$ cat src/hdl/kdcm_pkg.sv
// Shared constants, types and register codes for the knob deadband and CC merge block.
package kdcm_pkg;

  // Slot and field geometry
  localparam int SLOTS       = 8;
  localparam int SLOT_W      = 3;
  localparam int SAMPLE_BITS = 10;
  localparam int IN_SAMPLE_W = 10;
  localparam int THR_W       = 10;
  localparam int VAL_W       = 7;
  localparam int CC_W        = 7;
  localparam int MAP_BYTE_W  = 8;
  localparam int MAP_W       = SLOTS * MAP_BYTE_W;
  localparam int CFG_IDX_W   = 2;
  localparam int CFG_DATA_W  = 64;

  // Deadband arithmetic: enough headroom for prev + threshold + prev/50
  localparam int BAND_W      = ((SAMPLE_BITS > THR_W) ? SAMPLE_BITS : THR_W) + 2;
  // floor(x/50) as (x * 1311) >> 16, exact for x below 2^12
  localparam int DIV50_RECIP_W = 11;
  localparam logic [DIV50_RECIP_W-1:0] DIV50_RECIP = 11'd1311;
  localparam int DIV50_SHIFT = 16;
  // Scaling to 0..126
  localparam logic [VAL_W-1:0] SCALE_MUL = 7'd127;

  // Register reset values
  localparam logic [THR_W-1:0] THR_RESET   = 10'd4;
  localparam logic [MAP_W-1:0] MAP_RESET   = '1;
  localparam logic [SLOTS-1:0] KNOB_RESET  = '0;

  // Configuration register indexes
  typedef enum logic [CFG_IDX_W-1:0] {
    REG_JITTER  = 2'd0,
    REG_CC_MAP  = 2'd1,
    REG_KNOB_EN = 2'd2
  } cfg_reg_t;

  // Knob unit control bundle
  typedef struct packed {
    logic [THR_W-1:0] threshold;
    logic [SLOTS-1:0] enable;
    logic             clear;
    logic [SLOTS-1:0] clear_mask;
  } knob_ctl_t;

  // Work handed to the result sequencer: one bit per slot to report
  typedef struct packed {
    logic [SLOTS-1:0] mask;
    logic [VAL_W-1:0] value;
    logic             from_midi;
  } job_t;

endpackage

$ cat src/hdl/kdcm_if.sv
// Channel interfaces: input items, result items and configuration writes.
interface kdcm_item_if;
  import kdcm_pkg::*;
  logic                   valid;
  logic                   ready;
  logic                   mode;
  logic [SLOT_W-1:0]      knob_slot;
  logic [IN_SAMPLE_W-1:0] sample;
  logic [CC_W-1:0]        cc_number;
  logic [VAL_W-1:0]       cc_value;
  modport source (output valid, mode, knob_slot, sample, cc_number, cc_value, input ready);
  modport sink   (input valid, mode, knob_slot, sample, cc_number, cc_value, output ready);
endinterface

interface kdcm_result_if;
  import kdcm_pkg::*;
  logic              valid;
  logic              ready;
  logic [SLOT_W-1:0] slot;
  logic [VAL_W-1:0]  value;
  logic              from_midi;
  logic              last;
  modport source (output valid, slot, value, from_midi, last, input ready);
  modport sink   (input valid, slot, value, from_midi, last, output ready);
endinterface

interface kdcm_cfg_if;
  import kdcm_pkg::*;
  logic                  valid;
  logic                  ready;
  logic [CFG_IDX_W-1:0]  index;
  logic [CFG_DATA_W-1:0] data;
  modport source (output valid, index, data, input ready);
  modport sink   (input valid, index, data, output ready);
endinterface

$ cat src/hdl/kdcm_knob_unit.sv
// Per-slot knob deadband filter and 0..126 scaler with its slot state.
module kdcm_knob_unit (
  input  logic                        clk,
  input  logic                        rst,
  input  logic                        fire,
  input  logic [kdcm_pkg::SLOT_W-1:0] slot,
  input  logic [kdcm_pkg::SAMPLE_BITS-1:0] cur,
  input  kdcm_pkg::knob_ctl_t         ctl,
  output logic                        emit,
  output logic [kdcm_pkg::VAL_W-1:0]  scaled
);
  import kdcm_pkg::*;

  logic [SAMPLE_BITS-1:0] accepted_sample [SLOTS];
  logic [VAL_W-1:0]       scaled_knob [SLOTS];

  logic                              slot_on;
  logic [SAMPLE_BITS-1:0]            prev;
  logic [SAMPLE_BITS+DIV50_RECIP_W-1:0] div_prod;
  logic [BAND_W-1:0]                 band;
  logic [BAND_W-1:0]                 prev_x;
  logic [BAND_W-1:0]                 cur_x;
  logic                              outside;
  logic [SAMPLE_BITS+VAL_W-1:0]      scale_prod;
  logic                              upd;

  // Deadband test against the last accepted sample of the slot
  always_comb begin
    slot_on    = ({1'b0, slot} < (SLOT_W+1)'(SLOTS)) && ctl.enable[slot];
    prev       = accepted_sample[slot];
    div_prod   = (SAMPLE_BITS+DIV50_RECIP_W)'(prev) * (SAMPLE_BITS+DIV50_RECIP_W)'(DIV50_RECIP);
    band       = BAND_W'(ctl.threshold) + BAND_W'(div_prod >> DIV50_SHIFT);
    prev_x     = BAND_W'(prev);
    cur_x      = BAND_W'(cur);
    outside    = (cur_x > prev_x + band) || (cur_x + band < prev_x);
    scale_prod = (SAMPLE_BITS+VAL_W)'(cur) * (SAMPLE_BITS+VAL_W)'(SCALE_MUL);
    scaled     = scale_prod[SAMPLE_BITS +: VAL_W];
    upd        = fire && slot_on && outside;
    emit       = slot_on && outside && (scaled != scaled_knob[slot]);
  end

  // Slot state: cleared on reset and for every slot set in a knob enable write
  always_ff @(posedge clk) begin
    if (rst) begin
      for (int i = 0; i < SLOTS; i++) begin
        accepted_sample[i] <= '0;
        scaled_knob[i]     <= '0;
      end
    end else if (ctl.clear) begin
      for (int i = 0; i < SLOTS; i++) begin
        if (ctl.clear_mask[i]) begin
          accepted_sample[i] <= '0;
          scaled_knob[i]     <= '0;
        end
      end
    end else if (upd) begin
      accepted_sample[slot] <= cur;
      scaled_knob[slot]     <= scaled;
    end
  end

`ifndef SYNTHESIS
  // An accepted sample becomes the new deadband center
  a_center_update: assert property (@(posedge clk) disable iff (rst)
    upd && !ctl.clear |=> accepted_sample[$past(slot)] == $past(cur))
    else $error("accepted sample not stored");
  // A reported value always differs from the slot's stored scaled value
  a_emit_changed: assert property (@(posedge clk) disable iff (rst)
    fire && emit |-> upd && scaled != scaled_knob[slot])
    else $error("knob result without a change");
`endif

endmodule

$ cat src/hdl/kdcm_emitter.sv
// Result sequencer: walks a slot mask lowest first into the output register.
module kdcm_emitter (
  input  logic               clk,
  input  logic               rst,
  input  logic               job_valid,
  input  kdcm_pkg::job_t     job,
  output logic               job_ready,
  kdcm_result_if.source      result
);
  import kdcm_pkg::*;

  logic [SLOTS-1:0]  pend;
  logic [VAL_W-1:0]  pend_value;
  logic              pend_midi;

  logic [SLOTS-1:0]  lowbit;
  logic [SLOTS-1:0]  rest;
  logic [SLOT_W-1:0] sel;
  logic              out_load;
  logic              emit;

  // Pick the lowest pending slot
  always_comb begin
    lowbit = pend & (~pend + SLOTS'(1));
    rest   = pend & ~lowbit;
    sel    = '0;
    for (int i = 0; i < SLOTS; i++) begin
      if (lowbit[i]) sel = SLOT_W'(i);
    end
    out_load  = !result.valid || result.ready;
    emit      = (pend != '0) && out_load;
    job_ready = (pend == '0) || (emit && (rest == '0));
  end

  // Pending slot mask
  always_ff @(posedge clk) begin
    if (rst) begin
      pend <= '0;
    end else if (job_valid && job_ready) begin
      pend <= job.mask;
    end else if (emit) begin
      pend <= rest;
    end
  end

  always_ff @(posedge clk) begin
    if (job_valid && job_ready) begin
      pend_value <= job.value;
      pend_midi  <= job.from_midi;
    end
  end

  // Output register
  always_ff @(posedge clk) begin
    if (rst) begin
      result.valid <= 1'b0;
    end else if (out_load) begin
      result.valid <= emit;
    end
  end

  always_ff @(posedge clk) begin
    if (emit) begin
      result.slot      <= sel;
      result.value     <= pend_value;
      result.from_midi <= pend_midi;
      result.last      <= (rest == '0);
    end
  end

`ifndef SYNTHESIS
  // A knob update is always the only result of its item
  a_knob_last: assert property (@(posedge clk) disable iff (rst)
    result.valid && !result.from_midi |-> result.last)
    else $error("knob result without last");
  // No new job while more than one slot is still to be reported
  a_no_overrun: assert property (@(posedge clk) disable iff (rst)
    $countones(pend) > 1 |-> !job_ready)
    else $error("job taken over pending results");
`endif

endmodule

$ cat src/hdl/knob_deadband_and_cc_merge_top.sv
// Top level: input register, configuration registers, CC matching, knob unit and sequencer.
// Path: input register, job register and output register, registered in turn.
// Throughput: one item per cycle while each item yields at most one result and the
//   output is not stalled; a CC beat matching n slots holds the sequencer, one result
//   per cycle while the output is not stalled.
// Reset: synchronous, clears control state, slot state and registers to their defaults.
module knob_deadband_and_cc_merge_top (
  input  logic          clk,
  input  logic          rst,
  kdcm_item_if.sink     item,
  kdcm_result_if.source result,
  kdcm_cfg_if.sink      cfg
);
  import kdcm_pkg::*;

  // Configuration registers
  logic [THR_W-1:0] jitter_threshold;
  logic [MAP_W-1:0] cc_map;
  logic [SLOTS-1:0] knob_enable_mask;

  // Input register
  logic                   in_vld;
  logic                   in_mode;
  logic [SLOT_W-1:0]      in_slot;
  logic [IN_SAMPLE_W-1:0] in_sample;
  logic [CC_W-1:0]        in_cc_num;
  logic [VAL_W-1:0]       in_cc_val;

  logic             cfg_we;
  logic             job_ready;
  logic             proc_fire;
  logic [SLOTS-1:0] hit;
  logic             knob_emit;
  logic [VAL_W-1:0] knob_value;
  knob_ctl_t        knob_ctl;
  job_t             job;

  assign cfg.ready  = 1'b1;
  assign cfg_we     = cfg.valid && cfg.ready;
  assign proc_fire  = in_vld && job_ready;
  assign item.ready = !in_vld || job_ready;

  // Register writes
  always_ff @(posedge clk) begin
    if (rst) begin
      jitter_threshold <= THR_RESET;
      cc_map           <= MAP_RESET;
      knob_enable_mask <= KNOB_RESET;
    end else if (cfg_we) begin
      unique case (cfg_reg_t'(cfg.index))
        REG_JITTER:  jitter_threshold <= cfg.data[THR_W-1:0];
        REG_CC_MAP:  cc_map           <= cfg.data[MAP_W-1:0];
        REG_KNOB_EN: knob_enable_mask <= cfg.data[SLOTS-1:0];
        default:     ;
      endcase
    end
  end

  // Input beat capture
  always_ff @(posedge clk) begin
    if (rst) begin
      in_vld <= 1'b0;
    end else if (item.ready) begin
      in_vld <= item.valid;
    end
  end

  always_ff @(posedge clk) begin
    if (item.valid && item.ready) begin
      in_mode   <= item.mode;
      in_slot   <= item.knob_slot;
      in_sample <= item.sample;
      in_cc_num <= item.cc_number;
      in_cc_val <= item.cc_value;
    end
  end

  // Controller number match per slot; a set top bit leaves the slot unmapped
  always_comb begin
    for (int i = 0; i < SLOTS; i++) begin
      hit[i] = !cc_map[i*MAP_BYTE_W + MAP_BYTE_W - 1] &&
               (cc_map[i*MAP_BYTE_W +: CC_W] == in_cc_num);
    end
  end

  // Knob path
  always_comb begin
    knob_ctl.threshold  = jitter_threshold;
    knob_ctl.enable     = knob_enable_mask;
    knob_ctl.clear      = cfg_we && (cfg.index == REG_KNOB_EN);
    knob_ctl.clear_mask = cfg.data[SLOTS-1:0];
  end

  kdcm_knob_unit u_knob (
    .clk    (clk),
    .rst    (rst),
    .fire   (proc_fire && !in_mode),
    .slot   (in_slot),
    .cur    (SAMPLE_BITS'(in_sample)),
    .ctl    (knob_ctl),
    .emit   (knob_emit),
    .scaled (knob_value)
  );

  // Job for the sequencer
  always_comb begin
    if (in_mode) begin
      job.mask      = hit;
      job.value     = in_cc_val;
      job.from_midi = 1'b1;
    end else begin
      job.mask      = knob_emit ? (SLOTS'(1) << in_slot) : '0;
      job.value     = knob_value;
      job.from_midi = 1'b0;
    end
  end

  kdcm_emitter u_emit (
    .clk       (clk),
    .rst       (rst),
    .job_valid (proc_fire),
    .job       (job),
    .job_ready (job_ready),
    .result    (result)
  );

`ifndef SYNTHESIS
  // A stalled input register keeps its beat
  a_in_hold: assert property (@(posedge clk) disable iff (rst)
    in_vld && !job_ready |=> in_vld && $stable(in_sample) && $stable(in_mode))
    else $error("input register lost a stalled beat");
`endif

endmodule
$ cat src/flat_wrapper.sv
// flat-port wrapper written by rule: the top's interface ports become plain ports
module knob_deadband_and_cc_merge_top_flat import kdcm_pkg::*;
  (clk, rst, item_valid, item_mode, item_knob_slot, item_sample, item_cc_number, item_cc_value, item_ready, result_valid, result_slot, result_value, result_from_midi, result_last, result_ready, cfg_valid, cfg_index, cfg_data, cfg_ready);
  kdcm_item_if item_i ();
  kdcm_result_if result_i ();
  kdcm_cfg_if cfg_i ();
  input  logic clk;
  input  logic rst;
  input wire logic [$bits(item_i.valid)-1:0] item_valid;
  input wire logic [$bits(item_i.mode)-1:0] item_mode;
  input wire logic [$bits(item_i.knob_slot)-1:0] item_knob_slot;
  input wire logic [$bits(item_i.sample)-1:0] item_sample;
  input wire logic [$bits(item_i.cc_number)-1:0] item_cc_number;
  input wire logic [$bits(item_i.cc_value)-1:0] item_cc_value;
  output wire logic [$bits(item_i.ready)-1:0] item_ready;
  output wire logic [$bits(result_i.valid)-1:0] result_valid;
  output wire logic [$bits(result_i.slot)-1:0] result_slot;
  output wire logic [$bits(result_i.value)-1:0] result_value;
  output wire logic [$bits(result_i.from_midi)-1:0] result_from_midi;
  output wire logic [$bits(result_i.last)-1:0] result_last;
  input wire logic [$bits(result_i.ready)-1:0] result_ready;
  input wire logic [$bits(cfg_i.valid)-1:0] cfg_valid;
  input wire logic [$bits(cfg_i.index)-1:0] cfg_index;
  input wire logic [$bits(cfg_i.data)-1:0] cfg_data;
  output wire logic [$bits(cfg_i.ready)-1:0] cfg_ready;
  assign item_i.valid = item_valid;
  assign item_i.mode = item_mode;
  assign item_i.knob_slot = item_knob_slot;
  assign item_i.sample = item_sample;
  assign item_i.cc_number = item_cc_number;
  assign item_i.cc_value = item_cc_value;
  assign item_ready = item_i.ready;
  assign result_valid = result_i.valid;
  assign result_slot = result_i.slot;
  assign result_value = result_i.value;
  assign result_from_midi = result_i.from_midi;
  assign result_last = result_i.last;
  assign result_i.ready = result_ready;
  assign cfg_i.valid = cfg_valid;
  assign cfg_i.index = cfg_index;
  assign cfg_i.data = cfg_data;
  assign cfg_ready = cfg_i.ready;
  knob_deadband_and_cc_merge_top u_core (.clk(clk), .rst(rst), .item(item_i), .result(result_i), .cfg(cfg_i));
endmodule
$ cat config.mk
export PLATFORM = sky130hd
export DESIGN_NAME = knob_deadband_and_cc_merge_top_flat
export DESIGN_NICKNAME = d
export VERILOG_FILES = /design/src/hdl/kdcm_pkg.sv /design/src/hdl/kdcm_if.sv /design/src/hdl/kdcm_knob_unit.sv /design/src/hdl/kdcm_emitter.sv /design/src/hdl/knob_deadband_and_cc_merge_top.sv /design/src/flat_wrapper.sv
export SDC_FILE = /design/constraint.sdc
export NUM_CORES = 1
export LEC_CHECK = 0
export BUFFER_PORTS_ARGS = -buffer_cell sky130_fd_sc_hd__buf_2
export CAP_MARGIN = 20
export CORE_ASPECT_RATIO = 1.5
export CORE_MARGIN = 2
export CORE_UTILIZATION = 33
export CTS_BUF_LIST = sky130_fd_sc_hd__clkbuf_8 sky130_fd_sc_hd__clkbuf_16
export DETAILED_ROUTE_END_ITERATION = 10
export GPL_TIMING_DRIVEN = 0
export PLACE_DENSITY_LB_ADDON = 0.15
export SYNTH_ARGS = -nofsm -noshare
export SYNTH_HDL_FRONTEND = slang
export SYNTH_SLANG_ARGS = --single-unit
$ cat constraint.sdc
create_clock -name clk -period 33.7 [get_ports clk]
set_input_delay 1.685 -clock clk [delete_from_list [all_inputs] [get_ports clk]]
set_output_delay 1.685 -clock clk [all_outputs]
set_load 0.01 [all_outputs]
==> key figures, run 1 <==
Worst setup path
  • Critical Path Sink Type: flip-flop
  • Worst path arrival time: 15.07 ns
  • Startpoint type of the worst setup path: flip-flop
  • Critical path class: reg2reg
  • Critical path's slowest cell: buf_1
  • Slowest stage delay, CP: 0.74 ns
  • Maximum net fanout on the critical path: 10
  • Worst endpoint required time: 33.98 ns
  • Most used cell, CP: ha_1

Timing
  • Clk_skew: 0.02068 ns
  • Max Clk Rate: 67.65 MHz
  • RSZ-0062 raised after global routing: false
  • Period utilisation layout: 43.86%
  • Setup violators final: 0
  • Max Slew Vio Count: 0
  • Fin crit period: 14.78 ns
  • Final setup TNS: 0 ns
  • Least-Margin Pin Slew: 1.099 ns
  • Final hold violations: 0
  • Max_slew headroom: 26.50%

Logic synthesis
  • Seq cells post-synth: 279
  • Async SR Flop Fraction: 0%
  • Ys Warns: 0
  • Mapped cell area: 17100 um^2
  • Ys flop type: edfxtp_1
  • Mapped Cells: 1564
  • Post-synthesis sequential area ratio: 43.43%
  • Post-synth cell types: 80
  • Post-synth EDFFs: 184
  • Net count after synthesis: 1872
  • Post-synthesis average cell area: 10.94 um^2

Clocking
  • Post-CTS setup buffer count: 0
  • CTS tree: done
  • Clock latency on the worst-skew pair: 0.58 ns
  • H-Tree Level Count: 1
  • Resize count post-CTS: 0
  • Max clock buf depth: 3
  • Root Driver: clkbuf_16
  • TritonCTS Buffers: 28
  • Hold buffer count at CTS: 0
  • Clock transition at path regs: 0.06 ns
  • Clock sinks: 279

Route
  • Met1 Wirelength: 18.77 mm
  • Wire length on met2: 27.45 mm
  • Wire length per cell: 20.19 um
  • First-pass DRT Iterations: 5
  • Metal3 WL: 1.280 mm
  • Initial DRC count: 529
  • Vias: 11830
  • Drt via density: 4.896
  • WL final: 48.78 mm
  • Residual DRC: 0
  • Antenna viol nets, final: 0
  • Top sig layer: met5

GRT
  • Vias in the first global route: 12730
  • Largest net degree at the start of global routing: 22
  • First-pass GRT wire length: 75.58 mm
  • Total global routing overflow: 0
  • Antenna violations before repair: 1
  • Total GRT Usage: 18.73%

Power and ir drop
  • Tot Pwr: 1.461 mW
  • VDD IR max: 48.03 uV
  • Leak: 8.358 nW
  • Pwr dens: 74.45 nW/um^2

Floorplanning
  • Die area: 53700 um^2
  • Num ports: 114
  • # rows: 102
  • Total core area: 51430 um^2
  • Initial Util: 33.25%
  • Die W: 189.9 um
  • Die Y: 282.8 um

Placed design
  • Post-DP HPWL: 38.51 mm
  • Port Buf Inserts: 112
  • Placed instance count: 2365
  • Placer Congestion: 0.8589

Cells and area
  • Final core utilization: 38.15%
  • # nets final: 2027
  • Diode count: 0
  • Area Growth Syn to Fin: 14.73%
  • Share of layout cells above drive strength 1: 14.25%
  • Final std cells w/o fill: 2416

Job
  • Max-cap violations: 0

Run status
  • Outcome: finished, final reports clean

Hold path
  • HP Class: reg2reg
-- cell usage in the layout (no fill, tap or decap), types with 25 or more instances in the layout --
cell	instances
a21oi_1	50
and2_1	34
buf_2	122
clkbuf_1	54
clkbuf_16	28
dfxtp_1	95
edfxtp_1	184
fa_1	56
ha_1	153
inv_1	106
mux2i_1	27
mux4_2	36
nand2_1	188
nand3b_1	80
nor2_1	148
o21ai_0	30
xnor2_1	25
xor2_1	64
-- worst paths after layout --
path                                 from                         endpoint  slack, ns  cells past startpoint
hold reg to reg   u_core.u_emit.pend_midi   u_core.u_emit.result.from_midi       0.42                      0
setup / recovery                flip-flop  u_core.u_knob.scaled_knob[0][3]      18.92                     46
hold / removal    u_core.u_emit.pend_midi   u_core.u_emit.result.from_midi       0.42                      0
setup reg to reg                flip-flop  u_core.u_knob.scaled_knob[0][3]      18.92                     46
-- critical path, delay by kind of cell (launching register included) --
| kind | cells | cell delay [ns] |
|---|---|---|
| AO/OA/AOI/OAI | 15 | 3.60 |
| XOR/XNOR | 4 | 1.01 |
| adder cells (fa/ha/maj) | 9 | 3.81 |
| buffers and inverters | 10 | 2.82 |
| flip-flops | 1 | 0.31 |
| multiplexers | 2 | 1.22 |
| AND/OR/NAND/NOR | 6 | 1.68 |
-- cells by family after synthesis --
family | Yosys count | share of synthesized area [%]
adders and majority gates | 211 | 17.87
other | 1 | 0.02193
buffers and inverters | 185 | 4.397
DFF | 279 | 43.43
xor gates and xnor gates | 92 | 4.960
AOI/OAI and AO/OA | 172 | 6.657
and+or+nand+nor | 555 | 15.95
muxes | 69 | 6.716
-- where the power goes --
group          internal (mW)  switching, mW  total [mW]
logic                  0.299          0.453       0.752
clock network          0.167          0.138       0.305
registers              0.392         0.0119       0.404
-- routing by layer --
metal  GRT usage, %  vias to the layer above
li1               -                     5796
met1          20.29                     5787
met2          38.08                      196
met3          1.707                       47
met4          5.108                        2
met5              0                        -
-- state kept, by name (all words and copies together) (netlist names), named ones only --
register / flops
u_core.cc_map: 64
u_core.in_cc_num: 7
u_core.in_cc_val: 7
u_core.in_mode: 1
u_core.in_sample: 10
u_core.in_slot: 3
u_core.in_vld: 1
u_core.jitter_threshold: 10
u_core.knob_enable_mask: 8
u_core.u_emit.pend: 8
u_core.u_emit.pend_midi: 1
u_core.u_emit.pend_value: 7
u_core.u_emit.result.from_midi: 1
u_core.u_emit.result.last: 1
u_core.u_emit.result.slot: 3
u_core.u_emit.result.valid: 1
u_core.u_emit.result.value: 7
u_core.u_knob.accepted_sample: 80
u_core.u_knob.scaled_knob: 56
-- per-stage QoR --
stage          setup WS, ns  cell area [um^2]  hold WS [ns]
5_1_grt               17.79             19620        0.4239
3_5_place_dp          18.66             18740        0.4045
6_report              18.92             19620        0.4194
4_1_cts               18.60             19620        0.4194
3_3_place_gp          18.50             18510        0.4036
2_1_floorplan         21.67             17100        0.4003
-- final cells by class --
cell class	instances	area, um^2
Sequential cell	279	7427
Buffer	75	339.1
Clock inverter	23	183.9
Tap cell	676	845.8
Multi-Input combinational cell	1100	8932
Fill cell	5138	31810
Clock buffer	28	700.7
Timing Repair Buffer	125	779.5
Inverter	110	412.9
-- cells in the mapped netlist, drive strengths merged, types with 3 or more instances --
cell,number,area (um^2)
nand2,188,705.7
edfxtp,184,5525
ha,153,1914
nor2,150,568.0
inv,104,390.4
dfxtp,95,1902
nand3b,80,600.6
xor2,64,560.5
fa,56,1121
clkbuf,54,202.7
a21oi,52,264.0
mux4,36,810.8
and2,34,212.7
o21ai,34,170.2
mux2i,27,270.3
xnor2,25,219.0
buf,21,136.4
nor4,17,106.4
nor3,15,75.07
nand4,14,87.58
nor2b,14,87.58
a21o,11,82.58
or3,10,62.56
o21a,9,67.56
a211oi,8,60.06
o211ai,7,52.55
or2,7,43.79
clkinv,6,22.52
mux2,6,67.56
nand2b,6,37.54
a31o,5,43.79
a31oi,5,31.28
nand3,5,25.02
o21bai,5,37.54
a211o,4,35.03
a221oi,4,35.03
nor3b,4,30.03
a21boi,3,22.52
and3,3,18.77
or4,3,22.52
(Power assumes the default switching activity.)
==> inputs of run 2 (changes only) <==
==> constraint.sdc (replaced) <==
create_clock -name clk -period 14.2 [get_ports clk]
set_input_delay 0.71 -clock clk [delete_from_list [all_inputs] [get_ports clk]]
set_output_delay 0.71 -clock clk [all_outputs]
set_load 0.01 [all_outputs]
==> key figures, run 2 (same netlist as run 1, synthesis figures left out) <==
Run status
  • Outcome: finished, final reports clean (unchanged)

Route
  • WL final: 48.68 mm (was 48.78 mm)
  • Residual DRC: 0 (unchanged)
  • Antenna viol nets, final: 0 (unchanged)
  • Wire length per cell: 20.07 um (was 20.19 um)
  • Drt via density: 4.877 (was 4.896)
  • Vias: 11830 (about the same)
  • First-pass DRT Iterations: 5 (unchanged)
  • Initial DRC count: 517 (was 529)

Timing
  • Max Slew Vio Count: 0 (unchanged)
  • Clk_skew: 0.02133 ns (was 0.02068 ns)
  • Period utilisation layout: 92.71% (was 43.86%)
  • Least-Margin Pin Slew: 1.092 ns (was 1.099 ns)
  • RSZ-0062 raised after global routing: false (unchanged)
  • Final hold slack: 0.3149 ns (was 0.4194 ns)
  • Final setup TNS: 0 ns (unchanged)
  • Setup violators final: 0 (unchanged)
  • Max_slew headroom: 26.96% (was 26.50%)
  • Fin worst setup slack: 1.036 ns (was 18.92 ns)
  • Final hold violations: 0 (unchanged)
  • Max Clk Rate: 75.96 MHz (was 67.65 MHz)
  • Fin crit period: 13.16 ns (was 14.78 ns)

Cells and area
  • Area Growth Syn to Fin: 15.69% (was 14.73%)
  • Reg with most FFs: u_core.u_knob.accepted_sample (unchanged)
  • Regs by FF count: u_core.u_knob.accepted_sample x80, u_core.cc_map x64, u_core.u_knob.scaled_knob x56 (unchanged)
  • Share of layout cells above drive strength 1: 15.21% (was 14.25%)
  • Diode count: 0 (unchanged)
  • Post-route cell area: 19790 um^2 (was 19620 um^2)
  • Largest register FFs: 80 (unchanged)
  • Commonest non-fill, non-tap cell in the layout: nand2_1 (unchanged)
  • Most frequent cells in the layout: 188 x nand2_1, 184 x edfxtp_1, 153 x ha_1, 148 x nor2_1, 120 x buf_2 (was 188 x nand2_1, 184 x edfxtp_1, 153 x ha_1, 148 x nor2_1, 122 x buf_2)
  • # nets final: 2036 (was 2027)

Worst setup path
  • Worst endpoint required time: 14.48 ns (was 33.98 ns)
  • Most used cell, CP: ha_1 (unchanged)
  • Worst path arrival time: 13.44 ns (was 15.07 ns)
  • Startpoint type of the worst setup path: flip-flop (unchanged)
  • Critical path's slowest cell: fa_1 (was buf_1)
  • Critical Path Sink Type: flip-flop (unchanged)
  • Slowest stage delay, CP: 0.65 ns (was 0.74 ns)
  • Maximum net fanout on the critical path: 14 (was 10)
  • Critical path class: reg2reg (unchanged)

Power and ir drop
  • Sw Share: 41.14% (was 41.28%)
  • VDD IR max: 112.8 uV (was 48.03 uV)
  • Part of the total power dissipated in combinational logic: 51.5% (about the same)
  • Leak: 8.443 nW (was 8.358 nW)
  • NetSw: 1.426 mW (was 603.1 uW)
  • Internal Power: 2.041 mW (was 857.8 uW)
  • Clock power share: 20.9% (about the same)
  • Pwr dens: 175.2 nW/um^2 (was 74.45 nW/um^2)
  • Sequential share of power: 27.6% (about the same)
  • Tot Pwr: 3.467 mW (was 1.461 mW)

Clocking
  • Clock transition at path regs: 0.07 ns (was 0.06 ns)
  • TritonCTS Buffers: 28 (unchanged)
  • Clock sinks: 279 (unchanged)
  • Max clock buf depth: 3 (unchanged)
  • Root Driver: clkbuf_16 (unchanged)
  • CTS tree: done (unchanged)
  • Hold buffer count at CTS: 0 (unchanged)
  • H-Tree Level Count: 1 (unchanged)
  • Clock latency on the worst-skew pair: 0.57 ns (was 0.58 ns)

GRT
  • Gr busiest metal: met2 (unchanged)
  • First-pass GRT wire length: 75.58 mm (unchanged)
  • Total GRT Usage: 18.72% (was 18.73%)
  • GR Util met2: 37.92% (was 38.08%)
  • Met3 Usage GRT: 1.682% (was 1.707%)
  • GR Layer Usage met1: 20.30% (was 20.29%)
  • Largest net degree at the start of global routing: 22 (unchanged)
  • Antenna violations before repair: 1 (unchanged)
  • Total global routing overflow: 0 (unchanged)
  • Vias in the first global route: 12750 (was 12730)

Floorplanning
  • Num ports: 114 (unchanged)
  • Total core area: 51430 um^2 (unchanged)
  • # rows: 102 (unchanged)
  • Initial Util: 33.25% (unchanged)
  • Die W: 189.9 um (unchanged)
  • Die Y: 282.8 um (unchanged)
  • Die area: 53700 um^2 (unchanged)

Placed design
  • DP Area: 18740 um^2 (unchanged)
  • Worst slack, placed: -0.8447 ns (was 18.66 ns)
  • Placer Congestion: 0.8589 (unchanged)
  • Port Buf Inserts: 112 (unchanged)
  • Post-DP HPWL: 38.51 mm (unchanged)

Hold path
  • HP Class: in2reg (was reg2reg)

Job
  • Max-cap violations: 0 (unchanged)
## run 2: per-layer routing
metal | vias up | part of all wire (%)
met1 | 5741 | 38
met2 | 217 | 56
li1 | 5818 | -
met3 | 48 | 3.0
met4 | 2 | 2.8
met5 | - | 0.014
## run 2: timing repair
action	4_1_cts	5_1_grt
setup buffers	5	5
endpoints found under the setup margin	253	257
pin swaps	3	3
hold endpoints to repair	0	0
gates resized for setup	7	6
## run 2: worst max-delay path: cells and delay by family (launching register included)
kind,cells,cell delay [ns]
adders and majority gates,9,3.78
AOI/OAI and AO/OA,15,3.32
buffers and inverters,8,1.81
and+or+nand+nor,6,1.70
muxes,2,0.95
xor gates and xnor gates,4,0.95
DFF,1,0.31
## run 2: area by class of cell
class                      instances  area, um^2
buffer                            73       337.8
clock buffer                      28       700.7
clock inverter                    23       183.9
fill                            5125       31650
inverter                         110       412.9
multi-input combinational       1100        8959
sequential                       279        7427
tap                              676       845.8
timing repair buffer             136       919.6
## run 2: final timing paths
kind / cells past startpoint / end / slack (ns) / start
setup / recovery: 44 / u_core.u_knob.scaled_knob[7][4] / 1.04 / flip-flop
hold / removal: 1 / u_core.in_sample[9] / 0.31 / item_sample[9]
setup reg to reg: 44 / u_core.u_knob.scaled_knob[7][4] / 1.04 / flip-flop
hold reg to reg: 0 / u_core.u_emit.result.from_midi / 0.42 / u_core.u_emit.pend_midi
## run 2: per-stage QoR
step | util (%) | std cells
2_1_floorplan | - | 1564
3_3_place_gp | 35.99 | 2352
3_5_place_dp | 36.43 | 2365
4_1_cts | 38.35 | 2421
5_1_grt | 38.47 | 2425
6_report | 38.47 | 2425
## run 2: power groups by stage
stage | clock network, mW | logic, mW | registers [mW]
floorplan | 0 | 1.22 | 0.971
global placement | 0 | 1.73 | 0.977
detailed placement | 0 | 1.79 | 0.977
CTS | 0.742 | 1.82 | 0.959
global route | 0.774 | 2.03 | 0.964
finish | 0.725 | 1.78 | 0.958
==> inputs of run 3 (changes only) <==
--- a/config.mk
+++ b/config.mk
@@ -8,11 +8,10 @@
 export BUFFER_PORTS_ARGS = -buffer_cell sky130_fd_sc_hd__buf_2
 export CAP_MARGIN = 20
 export CORE_ASPECT_RATIO = 1.5
-export CORE_MARGIN = 2
+export CORE_MARGIN = 1
 export CORE_UTILIZATION = 33
 export CTS_BUF_LIST = sky130_fd_sc_hd__clkbuf_8 sky130_fd_sc_hd__clkbuf_16
 export DETAILED_ROUTE_END_ITERATION = 10
-export GPL_TIMING_DRIVEN = 0
 export PLACE_DENSITY_LB_ADDON = 0.15
 export SYNTH_ARGS = -nofsm -noshare
 export SYNTH_HDL_FRONTEND = slang
==> key figures, run 3 (same netlist as run 1, synthesis figures left out) <==
Run status
  • Outcome: finished, final reports clean (unchanged)

Floorplanning
  • # rows: 101 (was 102)
  • Num ports: 114 (unchanged)
  • Die Y: 280.8 um (was 282.8 um)
  • Die area: 52760 um^2 (was 53700 um^2)
  • Total core area: 50930 um^2 (was 51430 um^2)
  • Initial Util: 33.58% (was 33.25%)
  • Die W: 187.9 um (was 189.9 um)

Worst setup path
  • Slowest stage delay, CP: 0.84 ns (was 0.65 ns)
  • Worst path arrival time: 13.07 ns (was 13.44 ns)
  • Maximum net fanout on the critical path: 17 (was 14)
  • Number of buffers and inverters on the critical path: 5 (was 8)
  • Startpoint type of the worst setup path: flip-flop (unchanged)
  • Critical Path Sink Type: flip-flop (unchanged)
  • Worst endpoint required time: 14.39 ns (was 14.48 ns)
  • Delay-heaviest family, CP: adder cells (unchanged)
  • Critical path class: reg2reg (unchanged)
  • Critical path's slowest cell: or4_1 (was fa_1)

Timing
  • Fin worst setup slack: 1.323 ns (was 1.036 ns)
  • RSZ-0062 raised after global routing: false (unchanged)
  • Final hold violations: 0 (unchanged)
  • Max_slew headroom: 31.33% (was 26.96%)
  • Fin crit period: 12.88 ns (was 13.16 ns)
  • Clk_skew: 0.02662 ns (was 0.02133 ns)
  • Max Clk Rate: 77.66 MHz (was 75.96 MHz)
  • Setup violators final: 0 (unchanged)
  • Period utilisation layout: 90.68% (was 92.71%)
  • Final setup TNS: 0 ns (unchanged)
  • Max Slew Vio Count: 0 (unchanged)
  • Least-Margin Pin Slew: 1.027 ns (was 1.092 ns)
  • Final hold slack: 0.3009 ns (was 0.3149 ns)

Power and ir drop
  • Part of the total power dissipated in combinational logic: 51.3% (was 51.5%)
  • Leak: 8.190 nW (was 8.443 nW)
  • Clock power share: 20.5% (was 20.9%)
  • Pwr dens: 180.1 nW/um^2 (was 175.2 nW/um^2)
  • VDD IR max: 104.8 uV (was 112.8 uV)
  • Sw Share: 41.39% (was 41.14%)
  • NetSw: 1.427 mW (was 1.426 mW)
  • Internal Power: 2.021 mW (was 2.041 mW)
  • Sequential share of power: 28.2% (was 27.6%)

Hold path
  • HP Class: in2reg (unchanged)

Placed design
  • Placed instance count: 2286 (was 2365)
  • Placer Congestion: 0.8387 (was 0.8589)
  • Worst slack, placed: 1.215 ns (was -0.8447 ns)
  • Port Buf Inserts: 112 (unchanged)
  • Post-DP HPWL: 37.05 mm (was 38.51 mm)

Clocking
  • Max clock buf depth: 3 (unchanged)
  • Hold buffer count at CTS: 0 (unchanged)
  • TritonCTS Buffers: 27 (was 28)
  • Root Driver: clkbuf_16 (unchanged)
  • Resize count post-CTS: 0 (was 7)
  • Post-CTS setup buffer count: 0 (was 5)
  • CTS tree: done (unchanged)
  • Clock latency on the worst-skew pair: 0.58 ns (was 0.57 ns)
  • Clock transition at path regs: 0.07 ns (about the same)
  • H-Tree Level Count: 1 (unchanged)
  • Clock sinks: 279 (unchanged)

Route
  • Initial DRC count: 465 (was 517)
  • First-pass DRT Iterations: 4 (was 5)
  • Antenna viol nets, final: 0 (unchanged)
  • Vias: 11680 (was 11830)
  • WL final: 47.47 mm (was 48.68 mm)
  • Drt via density: 5.002 (was 4.877)
  • Residual DRC: 0 (unchanged)
  • Wire length per cell: 20.33 um (was 20.07 um)

GRT
  • Largest net degree at the start of global routing: 94 (was 22)
  • Vias in the first global route: 12620 (was 12750)
  • Antenna violations before repair: 1 (unchanged)
  • Total GRT Usage: 18.33% (was 18.72%)
  • First-pass GRT wire length: 73.79 mm (was 75.58 mm)
  • Total global routing overflow: 0 (unchanged)

Cells and area
  • Regs by FF count: u_core.u_knob.accepted_sample x80, u_core.cc_map x64, u_core.u_knob.scaled_knob x56 (unchanged)
  • Commonest non-fill, non-tap cell in the layout: nand2_1 (unchanged)
  • Final std cells w/o fill: 2335 (was 2425)
  • Share of layout cells above drive strength 1: 13.63% (was 15.21%)
  • # nets final: 1954 (was 2036)
  • Most frequent cells in the layout: 188 x nand2_1, 184 x edfxtp_1, 153 x ha_1, 148 x nor2_1, 112 x buf_2 (was 188 x nand2_1, 184 x edfxtp_1, 153 x ha_1, 148 x nor2_1, 120 x buf_2)
  • Diode count: 0 (unchanged)
  • Area Growth Syn to Fin: 11.92% (was 15.69%)
  • Reg with most FFs: u_core.u_knob.accepted_sample (unchanged)
  • Largest register FFs: 80 (unchanged)

Job
  • Max-cap violations: 0 (unchanged)
run 3: routing by layer:
layer | routed length (um) | share of wire [%] | GRT usage [%] | vias to the layer above
li1 | - | - | - | 5637
met1 | 18260 | 38 | 19.86 | 5741
met2 | 26170 | 55 | 36.25 | 224
met3 | 1339 | 2.8 | 1.673 | 76
met4 | 1687 | 3.6 | 6.879 | 2
met5 | 11 | 0.023 | 0 | -
run 3: per-stage QoR:
step           area [um^2]  power, mW  util [%]
3_5_place_dp         18290      2.780     35.91
5_1_grt              19140      3.724     37.59
4_1_cts              19140      3.501     37.59
3_3_place_gp         18280      2.753     35.90
6_report             19140      3.448     37.59
2_1_floorplan        17100      2.194         -
run 3: area by class of cell:
cell class,instances,area (um^2)
fill,5029,31790
multi-input combinational,1100,8930
sequential,279,7428
tap,669,837.1
clock buffer,30,728.2
timing repair buffer,128,680.7
inverter,110,412.9
clock inverter,19,125.1
run 3: path summary, 6_finish.rpt:
| check | startpoint | to | slack [ns] | depth (start not counted) |
|---|---|---|---|---|
| max reg2reg | flip-flop | u_core.u_knob.accepted_sample[6][2] | 1.32 | 39 |
| min reg2reg | u_core.u_emit.pend_value[3] | u_core.u_emit.result.value[3] | 0.42 | 0 |
| min | item_cc_value[5] | u_core.in_cc_val[5] | 0.30 | 1 |
| max | flip-flop | u_core.u_knob.accepted_sample[6][2] | 1.32 | 39 |
run 3: power by group through the flow:
| stage | Combinational (mW) | Sequential [mW] | Clock [mW] |
|---|---|---|---|
| floorplan | 1.22 | 0.971 | 0 |
| global placement | 1.76 | 0.990 | 0 |
| detailed placement | 1.79 | 0.990 | 0 |
| CTS | 1.80 | 0.973 | 0.726 |
| global route | 1.99 | 0.978 | 0.752 |
| finish | 1.77 | 0.972 | 0.708 |
